==> config.mk <==
export PLATFORM = sky130hd
export DESIGN_NAME = query_string_decoder_top
export DESIGN_NICKNAME = d
export VERILOG_FILES = /design/src/rtl/core/qsd_pkg.sv /design/src/rtl/core/query_string_decoder_top.sv /design/src/rtl/core/qsd_step.sv /design/src/rtl/core/qsd_queue.sv
export SDC_FILE = /design/constraint.sdc
export NUM_CORES = 1
export LEC_CHECK = 0
export ABC_AREA = 1
export BUFFER_PORTS_ARGS = -buffer_cell sky130_fd_sc_hd__buf_2
export CAP_MARGIN = 10
export CORE_MARGIN = 1
export CORE_UTILIZATION = 55
export CTS_CLUSTER_DIAMETER = 100
export DETAILED_ROUTE_END_ITERATION = 7
export GPL_TIMING_DRIVEN = 0
export PLACE_DENSITY = 0.77
export SYNTH_ARGS = -nofsm -noshare
export SYNTH_HDL_FRONTEND = slang
export SYNTH_SLANG_ARGS = --single-unit
==> constraint.sdc <==
create_clock -name clk -period 2.9 [get_ports clk]
set_input_delay 0.435 -clock clk [delete_from_list [all_inputs] [get_ports clk]]
set_output_delay 0.435 -clock clk [all_outputs]
set_load 0.05 [all_outputs]
==> src/rtl/core/qsd_pkg.sv <==
// qsd_pkg: shared types, character codes and hex helper for the query string decoder
// used by qsd_step, qsd_queue, query_string_decoder_top and its checker
// no dependencies
package qsd_pkg;

  // decoder phase codes
  typedef enum logic [2:0] {
    PH_NAME  = 3'd0,
    PH_VALUE = 3'd1,
    PH_HEX1  = 3'd2,
    PH_HEX2  = 3'd3,
    PH_SKIP  = 3'd4
  } phase_t;

  // result item kinds
  localparam logic [1:0] KIND_NAME  = 2'd0;
  localparam logic [1:0] KIND_VALUE = 2'd1;
  localparam logic [1:0] KIND_END   = 2'd2;

  // special characters
  localparam logic [7:0] CH_AMP   = 8'h26;
  localparam logic [7:0] CH_EQ    = 8'h3D;
  localparam logic [7:0] CH_SPACE = 8'h20;
  localparam logic [7:0] CH_PLUS  = 8'h2B;
  localparam logic [7:0] CH_PCT   = 8'h25;

  // input beat
  typedef struct packed {
    logic [7:0] in_byte;
    logic       in_last;
  } in_t;

  // result beat
  typedef struct packed {
    logic [7:0] out_byte;
    logic [1:0] item_kind;
    logic       pair_ok;
    logic       bad_escape;
    logic       run_last;
  } out_t;

  // decoder state carried between beats
  typedef struct packed {
    phase_t     phase;
    logic [3:0] high_nibble;
    logic       high_valid;
    logic       name_seen;
    logic       value_seen;
  } st_t;

  // up to two results from one input beat
  typedef struct packed {
    logic [1:0]      count;
    out_t [1:0]      item;
  } res_pair_t;

  // hex digit decode: {valid, nibble}
  function automatic logic [4:0] hex_digit(input logic [7:0] b);
    logic [4:0] r;
    r = 5'd0;
    if (b >= 8'h30 && b <= 8'h39) begin
      r = {1'b1, b[3:0]};
    end else if ((b >= 8'h41 && b <= 8'h46) || (b >= 8'h61 && b <= 8'h66)) begin
      r = {1'b1, b[3:0] + 4'd9};
    end
    return r;
  endfunction

  function automatic out_t mk_item(input logic [7:0] b, input logic [1:0] kind,
                                   input logic ok, input logic bad);
    out_t r;
    r.out_byte   = b;
    r.item_kind  = kind;
    r.pair_ok    = ok;
    r.bad_escape = bad;
    r.run_last   = 1'b0;
    return r;
  endfunction

endpackage

==> src/rtl/core/query_string_decoder_top.sv <==
// query_string_decoder_top: form-urlencoded query string decoder, one byte per beat
// instantiates qsd_step and qsd_queue; depends on qsd_pkg
//
//   channel | direction | handshake             | payload
//   in      | input     | in_valid / in_ready   | qsd_pkg::in_t  (in_byte, in_last)
//   out     | output    | out_valid / out_ready | qsd_pkg::out_t (out_byte, item_kind, ...)
//
// one input beat is taken each cycle while the result queue has two free entries
// each beat yields 0, 1 or 2 results; the result port drains one per cycle while
// out_ready is high, so the single output port sets the rate when beats give two results
// a beat's results are registered in the queue and leave behind those already waiting
// rst_n low clears the decoder state and empties the queue
// a stalled out side lets the queue reach three or four entries, then in_ready drops
module query_string_decoder_top (
  input  logic          clk,
  input  logic          rst_n,
  input  logic          in_valid,
  output logic          in_ready,
  input  qsd_pkg::in_t  in_data,
  output logic          out_valid,
  input  logic          out_ready,
  output qsd_pkg::out_t out_data
);

  qsd_pkg::st_t       st_r, st_nxt;
  qsd_pkg::res_pair_t res;
  logic               accept;

  assign accept = in_valid && in_ready;

  qsd_step u_step (
    .st_i   (st_r),
    .beat_i (in_data),
    .st_o   (st_nxt),
    .res_o  (res)
  );

  // decoder state
  always_ff @(posedge clk) begin
    if (!rst_n) begin
      st_r.phase       <= qsd_pkg::PH_NAME;
      st_r.high_nibble <= 4'd0;
      st_r.high_valid  <= 1'b0;
      st_r.name_seen   <= 1'b0;
      st_r.value_seen  <= 1'b0;
    end else if (accept) begin
      st_r <= st_nxt;
    end
  end

  qsd_queue u_queue (
    .clk       (clk),
    .rst_n     (rst_n),
    .push_i    (accept),
    .res_i     (res),
    .room_o    (in_ready),
    .out_valid (out_valid),
    .out_ready (out_ready),
    .out_data  (out_data)
  );

endmodule

==> src/rtl/core/qsd_step.sv <==
// qsd_step: combinational decode of one input beat against the current state
// produces next state and up to two result items; depends on qsd_pkg
module qsd_step (
  input  qsd_pkg::st_t      st_i,
  input  qsd_pkg::in_t      beat_i,
  output qsd_pkg::st_t      st_o,
  output qsd_pkg::res_pair_t res_o
);

  qsd_pkg::phase_t ph;
  logic [3:0]      hn;
  logic            hv;
  logic            ns;
  logic            vs;
  logic            closed;
  logic [1:0]      cnt;
  logic [7:0]      b;
  logic [4:0]      hx;
  logic [7:0]      cut_v;
  qsd_pkg::out_t [1:0] item;

  assign b  = beat_i.in_byte;
  assign hx = qsd_pkg::hex_digit(b);

  // sequential walk of the byte rules, at most two emits
  always_comb begin
    ph     = st_i.phase;
    hn     = st_i.high_nibble;
    hv     = st_i.high_valid;
    ns     = st_i.name_seen;
    vs     = st_i.value_seen;
    closed = 1'b0;
    cnt    = 2'd0;
    item   = '0;
    cut_v  = 8'd0;

    case (ph)
      qsd_pkg::PH_SKIP: begin
      end
      qsd_pkg::PH_VALUE: begin
        if (b == qsd_pkg::CH_AMP) begin
          item[cnt[0]] = qsd_pkg::mk_item(8'd0, qsd_pkg::KIND_END, ns & vs, 1'b0);
          cnt = cnt + 2'd1;
          ph = qsd_pkg::PH_NAME; hn = 4'd0; hv = 1'b0; ns = 1'b0; vs = 1'b0;
          closed = 1'b1;
        end else if (b == qsd_pkg::CH_SPACE) begin
          ph = qsd_pkg::PH_SKIP;
        end else if (b == qsd_pkg::CH_PCT) begin
          ph = qsd_pkg::PH_HEX1;
        end else if (b == qsd_pkg::CH_PLUS) begin
          item[cnt[0]] = qsd_pkg::mk_item(qsd_pkg::CH_SPACE, qsd_pkg::KIND_VALUE,
                                          1'b0, 1'b0);
          cnt = cnt + 2'd1;
          vs = 1'b1;
        end else begin
          item[cnt[0]] = qsd_pkg::mk_item(b, qsd_pkg::KIND_VALUE, 1'b0, 1'b0);
          cnt = cnt + 2'd1;
          vs = 1'b1;
        end
      end
      qsd_pkg::PH_HEX1, qsd_pkg::PH_HEX2: begin
        if (b == qsd_pkg::CH_AMP || b == qsd_pkg::CH_SPACE) begin
          // escape cut off by a separator
          cut_v = (ph == qsd_pkg::PH_HEX2 && hv) ? {4'd0, hn} : 8'd0;
          item[cnt[0]] = qsd_pkg::mk_item(cut_v, qsd_pkg::KIND_VALUE, 1'b0, 1'b1);
          cnt = cnt + 2'd1;
          vs = 1'b1;
          ph = qsd_pkg::PH_VALUE;
          if (b == qsd_pkg::CH_AMP) begin
            item[cnt[0]] = qsd_pkg::mk_item(8'd0, qsd_pkg::KIND_END, ns & vs, 1'b0);
            cnt = cnt + 2'd1;
            ph = qsd_pkg::PH_NAME; hn = 4'd0; hv = 1'b0; ns = 1'b0; vs = 1'b0;
            closed = 1'b1;
          end else begin
            ph = qsd_pkg::PH_SKIP;
          end
        end else if (ph == qsd_pkg::PH_HEX1) begin
          hv = hx[4];
          hn = hx[4] ? hx[3:0] : 4'd0;
          ph = qsd_pkg::PH_HEX2;
        end else if (hx[4] && hv) begin
          ph = qsd_pkg::PH_VALUE;
          item[cnt[0]] = qsd_pkg::mk_item({hn, hx[3:0]}, qsd_pkg::KIND_VALUE,
                                          1'b0, 1'b0);
          cnt = cnt + 2'd1;
          vs = 1'b1;
        end else begin
          // bad first or second digit
          cut_v = hv ? {4'd0, hn} : 8'd0;
          item[cnt[0]] = qsd_pkg::mk_item(cut_v, qsd_pkg::KIND_VALUE, 1'b0, 1'b1);
          cnt = cnt + 2'd1;
          vs = 1'b1;
          ph = qsd_pkg::PH_VALUE;
        end
      end
      default: begin
        // name phase, unused codes included
        if (b == qsd_pkg::CH_AMP) begin
          item[cnt[0]] = qsd_pkg::mk_item(8'd0, qsd_pkg::KIND_END, ns & vs, 1'b0);
          cnt = cnt + 2'd1;
          ph = qsd_pkg::PH_NAME; hn = 4'd0; hv = 1'b0; ns = 1'b0; vs = 1'b0;
          closed = 1'b1;
        end else if (b == qsd_pkg::CH_SPACE) begin
          ph = qsd_pkg::PH_SKIP;
        end else if (b == qsd_pkg::CH_EQ) begin
          ph = qsd_pkg::PH_VALUE;
        end else begin
          item[cnt[0]] = qsd_pkg::mk_item(b, qsd_pkg::KIND_NAME, 1'b0, 1'b0);
          cnt = cnt + 2'd1;
          ns = 1'b1;
        end
      end
    endcase

    // end of string: flush a pending escape, close the pair, back to reset
    if (beat_i.in_last) begin
      if (ph == qsd_pkg::PH_HEX1 || ph == qsd_pkg::PH_HEX2) begin
        cut_v = (ph == qsd_pkg::PH_HEX2 && hv) ? {4'd0, hn} : 8'd0;
        item[cnt[0]] = qsd_pkg::mk_item(cut_v, qsd_pkg::KIND_VALUE, 1'b0, 1'b1);
        cnt = cnt + 2'd1;
        vs = 1'b1;
      end
      if (!closed) begin
        item[cnt[0]] = qsd_pkg::mk_item(8'd0, qsd_pkg::KIND_END, ns & vs, 1'b0);
        cnt = cnt + 2'd1;
      end
      ph = qsd_pkg::PH_NAME; hn = 4'd0; hv = 1'b0; ns = 1'b0; vs = 1'b0;
    end

    // mark the last result of this beat
    if (cnt == 2'd2) begin
      item[1].run_last = 1'b1;
    end else if (cnt == 2'd1) begin
      item[0].run_last = 1'b1;
    end
  end

  always_comb begin
    st_o.phase       = ph;
    st_o.high_nibble = hn;
    st_o.high_valid  = hv;
    st_o.name_seen   = ns;
    st_o.value_seen  = vs;
    res_o.count      = cnt;
    res_o.item       = item;
  end

endmodule

==> src/rtl/core/qsd_queue.sv <==
// qsd_queue: four-entry result queue, up to two writes and one read per cycle
// keeps the input side moving while results wait; depends on qsd_pkg
module qsd_queue (
  input  logic               clk,
  input  logic               rst_n,
  input  logic               push_i,
  input  qsd_pkg::res_pair_t res_i,
  output logic               room_o,
  output logic               out_valid,
  input  logic               out_ready,
  output qsd_pkg::out_t      out_data
);

  qsd_pkg::out_t [3:0] ent_r;
  logic [1:0]          wp_r, wp_nxt;
  logic [1:0]          rp_r, rp_nxt;
  logic [2:0]          cnt_r, cnt_nxt;
  logic [1:0]          wr_n;
  logic                pop;

  assign wr_n      = push_i ? res_i.count : 2'd0;
  assign pop       = out_valid && out_ready;
  assign out_valid = (cnt_r != 3'd0);
  assign out_data  = ent_r[rp_r];
  // room for the worst case of two results
  assign room_o    = (cnt_r <= 3'd2);

  // pointer and fill count
  always_comb begin
    wp_nxt  = wp_r + wr_n;
    rp_nxt  = pop ? rp_r + 2'd1 : rp_r;
    cnt_nxt = cnt_r + {1'b0, wr_n} - {2'd0, pop};
  end

  always_ff @(posedge clk) begin
    if (!rst_n) begin
      wp_r  <= 2'd0;
      rp_r  <= 2'd0;
      cnt_r <= 3'd0;
    end else begin
      wp_r  <= wp_nxt;
      rp_r  <= rp_nxt;
      cnt_r <= cnt_nxt;
    end
  end

  // entry storage
  always_ff @(posedge clk) begin
    if (wr_n != 2'd0) begin
      ent_r[wp_r] <= res_i.item[0];
    end
    if (wr_n == 2'd2) begin
      ent_r[wp_r + 2'd1] <= res_i.item[1];
    end
  end

endmodule

# After elaboration in Yosys (flattened, before gate mapping)

Cells that the tools add are included.

Output and inout port bits: 15
Register bits: 69
Input port bits: 13
Word-level logic and storage cells: 186

$add $sub $neg: 8
$lt $le $gt $ge: 16
Mux-type cells: 100
Equality and inequality tests: 14
Reductions and logical operators: 18
Bitwise logic cells: 2

Operator list:

| cell                                                                              | count |
|---|---|
| 13-bit 2-to-1 mux                                                                 | 15 |
| 52-bit bitwise mux                                                                | 2 |
| 26-bit 2-to-1 mux                                                                 | 4 |
| 52-bit 2-to-1 mux                                                                 | 2 |
| 26-bit bitwise mux                                                                | 2 |
| 13-bit demux with 2-bit select                                                    | 2 |
| 8-bit by 6-bit == test with 1-bit output (second input constant)                  | 5 |
| 13-bit one-hot mux with 3 select lines                                            | 1 |
| 4-bit 2-to-1 mux                                                                  | 8 |
| 1-bit 2-to-1 mux                                                                  | 28 |
| 3-bit 2-to-1 mux                                                                  | 9 |
| 13-bit binary-select mux with 2-bit select                                        | 1 |
| 13-bit demux with 1-bit select                                                    | 2 |
| 5-bit 2-to-1 mux                                                                  | 5 |
| 2-bit 2-to-1 mux                                                                  | 12 |
| 8-bit by 7-bit >= comparator with 1-bit output (second input constant)            | 2 |
| 8-bit by 7-bit less-or-equal comparator with 1-bit output (second input constant) | 2 |
| 3-bit by 2-bit == test with 1-bit output (second input constant)                  | 4 |
| 1-bit logical AND                                                                 | 12 |
| 2-bit by 3-bit less-than comparator with 1-bit output (second input constant)     | 3 |
| 3-bit one-hot mux with 3 select lines                                             | 1 |
| 2-bit by 1-bit adder with 2-bit output (second input constant)                    | 4 |
| 8-bit by 6-bit >= comparator with 1-bit output (second input constant)            | 1 |
| 8-bit by 6-bit less-or-equal comparator with 1-bit output (second input constant) | 1 |
| other kinds (21)                                                                  | 30 |

# Logic depth before layout (Yosys ltp)

Depth in word-level cells: 22
Mapped depth: 22
Mapped depth without buffers: 22

# Cells and area by module

A second synthesis with hierarchy kept.

Cells, all modules: 897
Area total of the unflattened synthesis: 5247.5 µm²

By module, submodules not included:

| module                   | cells each | seq. area each (µm²) | area each (µm²) | times used |
|---|---|---|---|---|
| qsd_queue                | 546        | 1181.1               | 3372.0          | 1 |
| qsd_step                 | 286        | 0.0                  | 1453.9          | 1 |
| query_string_decoder_top | 65         | 200.2                | 421.7           | 1 |

# Worst setup path before layout

OpenSTA, ideal clock, no wires.

Path kind: in2reg
From: input in_data[1] (netlist name)
To: register u_queue.cnt_r[2]
Setup time: 0.128 ns
Data arrival time: 2.914 ns
Stages on the path: 18
Required time: 2.772 ns
Slack: -0.142 ns
Path buffers: 0
Cell sequence: inv_1 > ha_1 > nand3_2 > nor2_8 > a21oi_1 > nand2_1 > nand2_1 > nand2_1 > inv_1 > ha_1 > nand3_2 > nand2_1 > nand2_2 > ha_1 > fa_1 > xor2_1 > inv_1 > nor2_1

Cells in the longest elaborated chain, start to end: 15
Elaborated cells between the ends (all ways): 38
Classes of those cells: 4 x add/sub; 6 x eq/ne; 26 x mux; 2 x reduce/logical

Ends and longest elaborated chain:

| item                                                                            | line                           | text |
|---|---|---|
| start, declared                                                                 | query_string_decoder_top.sv:19 | `input qsd_pkg::in_t in_data,` |
| branches (longest 11 deep; another with 2-bit by 1-bit adder with 2-bit output) | --                             |  |
| 2-bit 2-to-1 mux (*)                                                            | qsd_step.sv:116                | `if (beat_i.in_last) begin` |
| 2-bit 2-to-1 mux (*)                                                            | qsd_queue.sv:21                | `assign wr_n = push_i ? res_i.count : 2'd0;` |
| 3-bit by 2-bit adder with 3-bit output (*)                                      | qsd_queue.sv:32                | `cnt_nxt = cnt_r + {1'b0, wr_n} - {2'd0, pop};` |
| 3-bit by 1-bit subtractor with 3-bit output (*)                                 | qsd_queue.sv:32                |  |
| end signal, assigned                                                            | qsd_queue.sv:43                | `cnt_r <= cnt_nxt;` |
| end, declared                                                                   | qsd_queue.sv:17                | `logic [2:0] cnt_r, cnt_nxt;` |

Every way passes the cells marked *. The select of a mux whose other input is x is not followed.
A chain may end at the register's enable or synchronous reset.

# Worst setup path after layout

From: input in_data[2] (netlist name)
To: register u_queue.cnt_r[2]

The elaborated chain is that of the path after synthesis.

==> flow_summary.toml <==
[status]
status = "finished, final reports clean"

[clocking]
tritoncts = "built"
h-tree-depth = 3
cts_buffers = 9
cts_num_sinks = 69
clockRootBuffer = "clkbuf_8"
clock_latency_ps = 350
cts_buffer_depth = 2
path_clk_slew_ps = 80
cts_hold_buf = 0

[route]
routed_wl_mm = 13.1
wl_per_cell_microns = 15.5
vias_per_cell = 5.73
drt-initial-drc-count = 532
drc_errors = 0
vias = 4833
dr.pass1.iters = 6
antenna_left = 0

[finish]
syn_to_final_growth_pct = 16.2
fillCellCount = 713
final_nets = 764
layout_commonest_cell = "nand2_1"
drive_gt1_share_pct = 18.1
n_antenna_cell = 0
fin_area_sq_mm = 0.00503
layout_common_cells = "nand2_1, nor2_1, o21ai_0"

[worst_setup_path]
r2r_setup_slack_ps = 160
start_kind = "input port"
cp_slowest_stage_delay_ps = 420
path_cells = "clkbuf_4 > inv_4 > ha_2 > inv_2 > nor3_2 > nand2_2 > nand3_1 > nand3_1 > nand2_1 > inv_2 > ha_4 > nand3_2 > nand2_1 > nand2_4 > ha_4 > fa_1 > xor2_1 > inv_1 > nor2_1"
cp.arrival_ps = 3030
end_kind = "flip-flop"
path_delay_family = "adder cells"
crit_slowest_cell = "fa_1"
path_max_fanout = 6
crit_type = "input port to flip-flop"
required_ps = 3140
crit_buf_inv = 5

[logic_synthesis]
yosys.area_share.simple_pct = 34.6
synth_xor_area_share_pct = 0.809
synth-seq-cells = 69
synth_compound_area_share_pct = 19.9
yosysWarnings = 0
syn_avg_cell_area_sq_um = 6.30
synth.net_count = 711
synthAdderAreaFrac_pct = 3.35
yosys.area.top_type_share_pct = 31.9
synth_cell_types = 38
netlist_area_sq_mm = 0.00433
syn_inst = 687
synth_top_area_cell = "dfxtp_1"
synth_top_family_by_area = "simple AND/OR/NAND/NOR gates"
synthMuxAreaShare_pct = 0
yosysSeqAreaShare_pct = 31.9
ys_top_cells_by_area = "dfxtp_1, nand2_1, o21ai_0"

[sta]
hold_violations = 0
period_share_pct = 96.1
relSlewSlack_pct = 54.4
slew_viol_final = 0
min_period_ps = 2790
final.setup.tns_ps = 0
setup_viol = 0
worst_clock_skew_ps = 12.3
clock.fmax_ghz = 0.359
worst_slew_pin_slew_ps = 685

[floorplan]
ios = 28
core_area_sq_mm = 0.00745
rows = 31
die_h_microns = 90.7
die_w_microns = 90.7
start_util_pct = 58.1
die_area_sq_mm = 0.00823

[placement]
port_buffers = 25
gp_congestion = 0.940
place_area_sq_mm = 0.00462
hpwl_mm = 9.33

[power]
power_density_mw_per_mm2 = 785
fin_total_pwr_uw = 3950
ir_worst_vdd_mv = 0.770
total_leakage_power_uw = 0.00239

[global_routing]
grtUsageTotal_pct = 32.3
antenna_found_initial = 0
grt_pass1_wl_mm = 21.2
grt_max_degree = 13
grt_pass1_vias = 4382
gr-total-overflow = 0

[flow_run]
max_cap_violations = 0

[min_path]
hold_class = "input port to flip-flop"
==> cell usage after synthesis <==
master / instances
buf_1: 1
ha_1: 10
xnor2_1: 2
nor2_2: 2
nand4_1: 6
nor2_1: 93
o22ai_1: 14
o21ai_0: 70
a22oi_1: 1
buf_4: 2
dfxtp_1: 69
nor2_8: 1
a21oi_4: 1
inv_2: 15
a21boi_1: 1
clkinv_2: 1
clkbuf_1: 9
nand3_1: 48
xor2_1: 2
o31ai_1: 2
inv_1: 63
nor3_1: 2
nor3_2: 1
fa_1: 1
a21oi_1: 57
nor2_4: 2
o211ai_1: 5
a21oi_2: 3
buf_2: 3
buf_6: 2
clkinv_1: 1
buf_8: 1
nand3b_1: 1
nand2_1: 173
nand3_2: 5
o21ai_1: 6
nand2_2: 7
nand2_4: 4
==> cell families (layout without fill, tap and decap cells) <==
group | Yosys count | in the layout
flip-flops | 69 | 69
AND/OR/NAND/NOR | 345 | 345
AO/OA/AOI/OAI | 160 | 160
adder cells (fa/ha/maj) | 11 | 11
buffers and inverters | 98 | 156
XOR/XNOR | 4 | 4
==> routing by layer <==
metal / vias to the layer above / GRT usage [%] / wire [microns]
met3: 31 / 5.81 / 1310
li1: 2359 / - / -
met5: - / 0 / 0
met2: 251 / 50.5 / 5840
met4: 0 / 10.1 / 268
met1: 2192 / 44.9 / 5680
==> worst register-to-register path, delay by kind of cell, from the launching register on <==
family | cells | cell delay (ps)
XOR/XNOR | 1 | 170
adder cells (fa/ha/maj) | 3 | 950
buffers and inverters | 4 | 260
flip-flops | 1 | 390
AND/OR/NAND/NOR | 8 | 860
==> registers in the layout, indices dropped and copies added, names as in the netlist <==
name / count
u_queue.rp_r: 2
st_r: 10
u_queue.wp_r: 2
u_queue.cnt_r: 3
u_queue.ent_r: 52
==> path summary, 6_finish.rpt <==
kind                          from          endpoint  depth (start not counted)
setup reg to reg           st_r[7]  u_queue.cnt_r[2]                         16
setup / recovery        in_data[2]  u_queue.cnt_r[2]                         19
hold reg to reg   u_queue.ent_r[3]  u_queue.ent_r[3]                          2
hold / removal               rst_n   u_queue.wp_r[0]                          3
==> final cells by class <==
cell class	count	area (sq um)	area share (%)
Multi-Input combinational cell	520	2680	53.2
Sequential cell	69	1390	27.6
Inverter	80	314	6.25
Timing Repair Buffer	42	255	5.08
Clock buffer	9	124	2.46
Tap cell	99	124	2.46
Buffer	18	105	2.09
Clock inverter	7	42.5	0.846
==> repair_timing <==
item,CTS,global route
pin swaps,3,12
buffers inserted,3,14
cloned,0,0
gates resized for setup,8,31
endpoints found under the setup margin,27,39
==> through the flow <==
step	std cells	hold slack (ps)	util (%)	setup slack (ps)
floorplan	687	437	-	5.65
global placement	811	448	62.0	-383
detailed placement	811	457	62.0	-383
CTS	830	336	64.9	3.90
global route	844	356	67.5	-44.4
finish	844	346	67.5	112
==> power by group <==
group	switching (uW)	internal, uW	total [uW]
Combinational	1230	535	1760
Clock	387	305	692
Sequential	182	1310	1500
Total	1790	2150	3950
(Power assumes the default switching activity.)
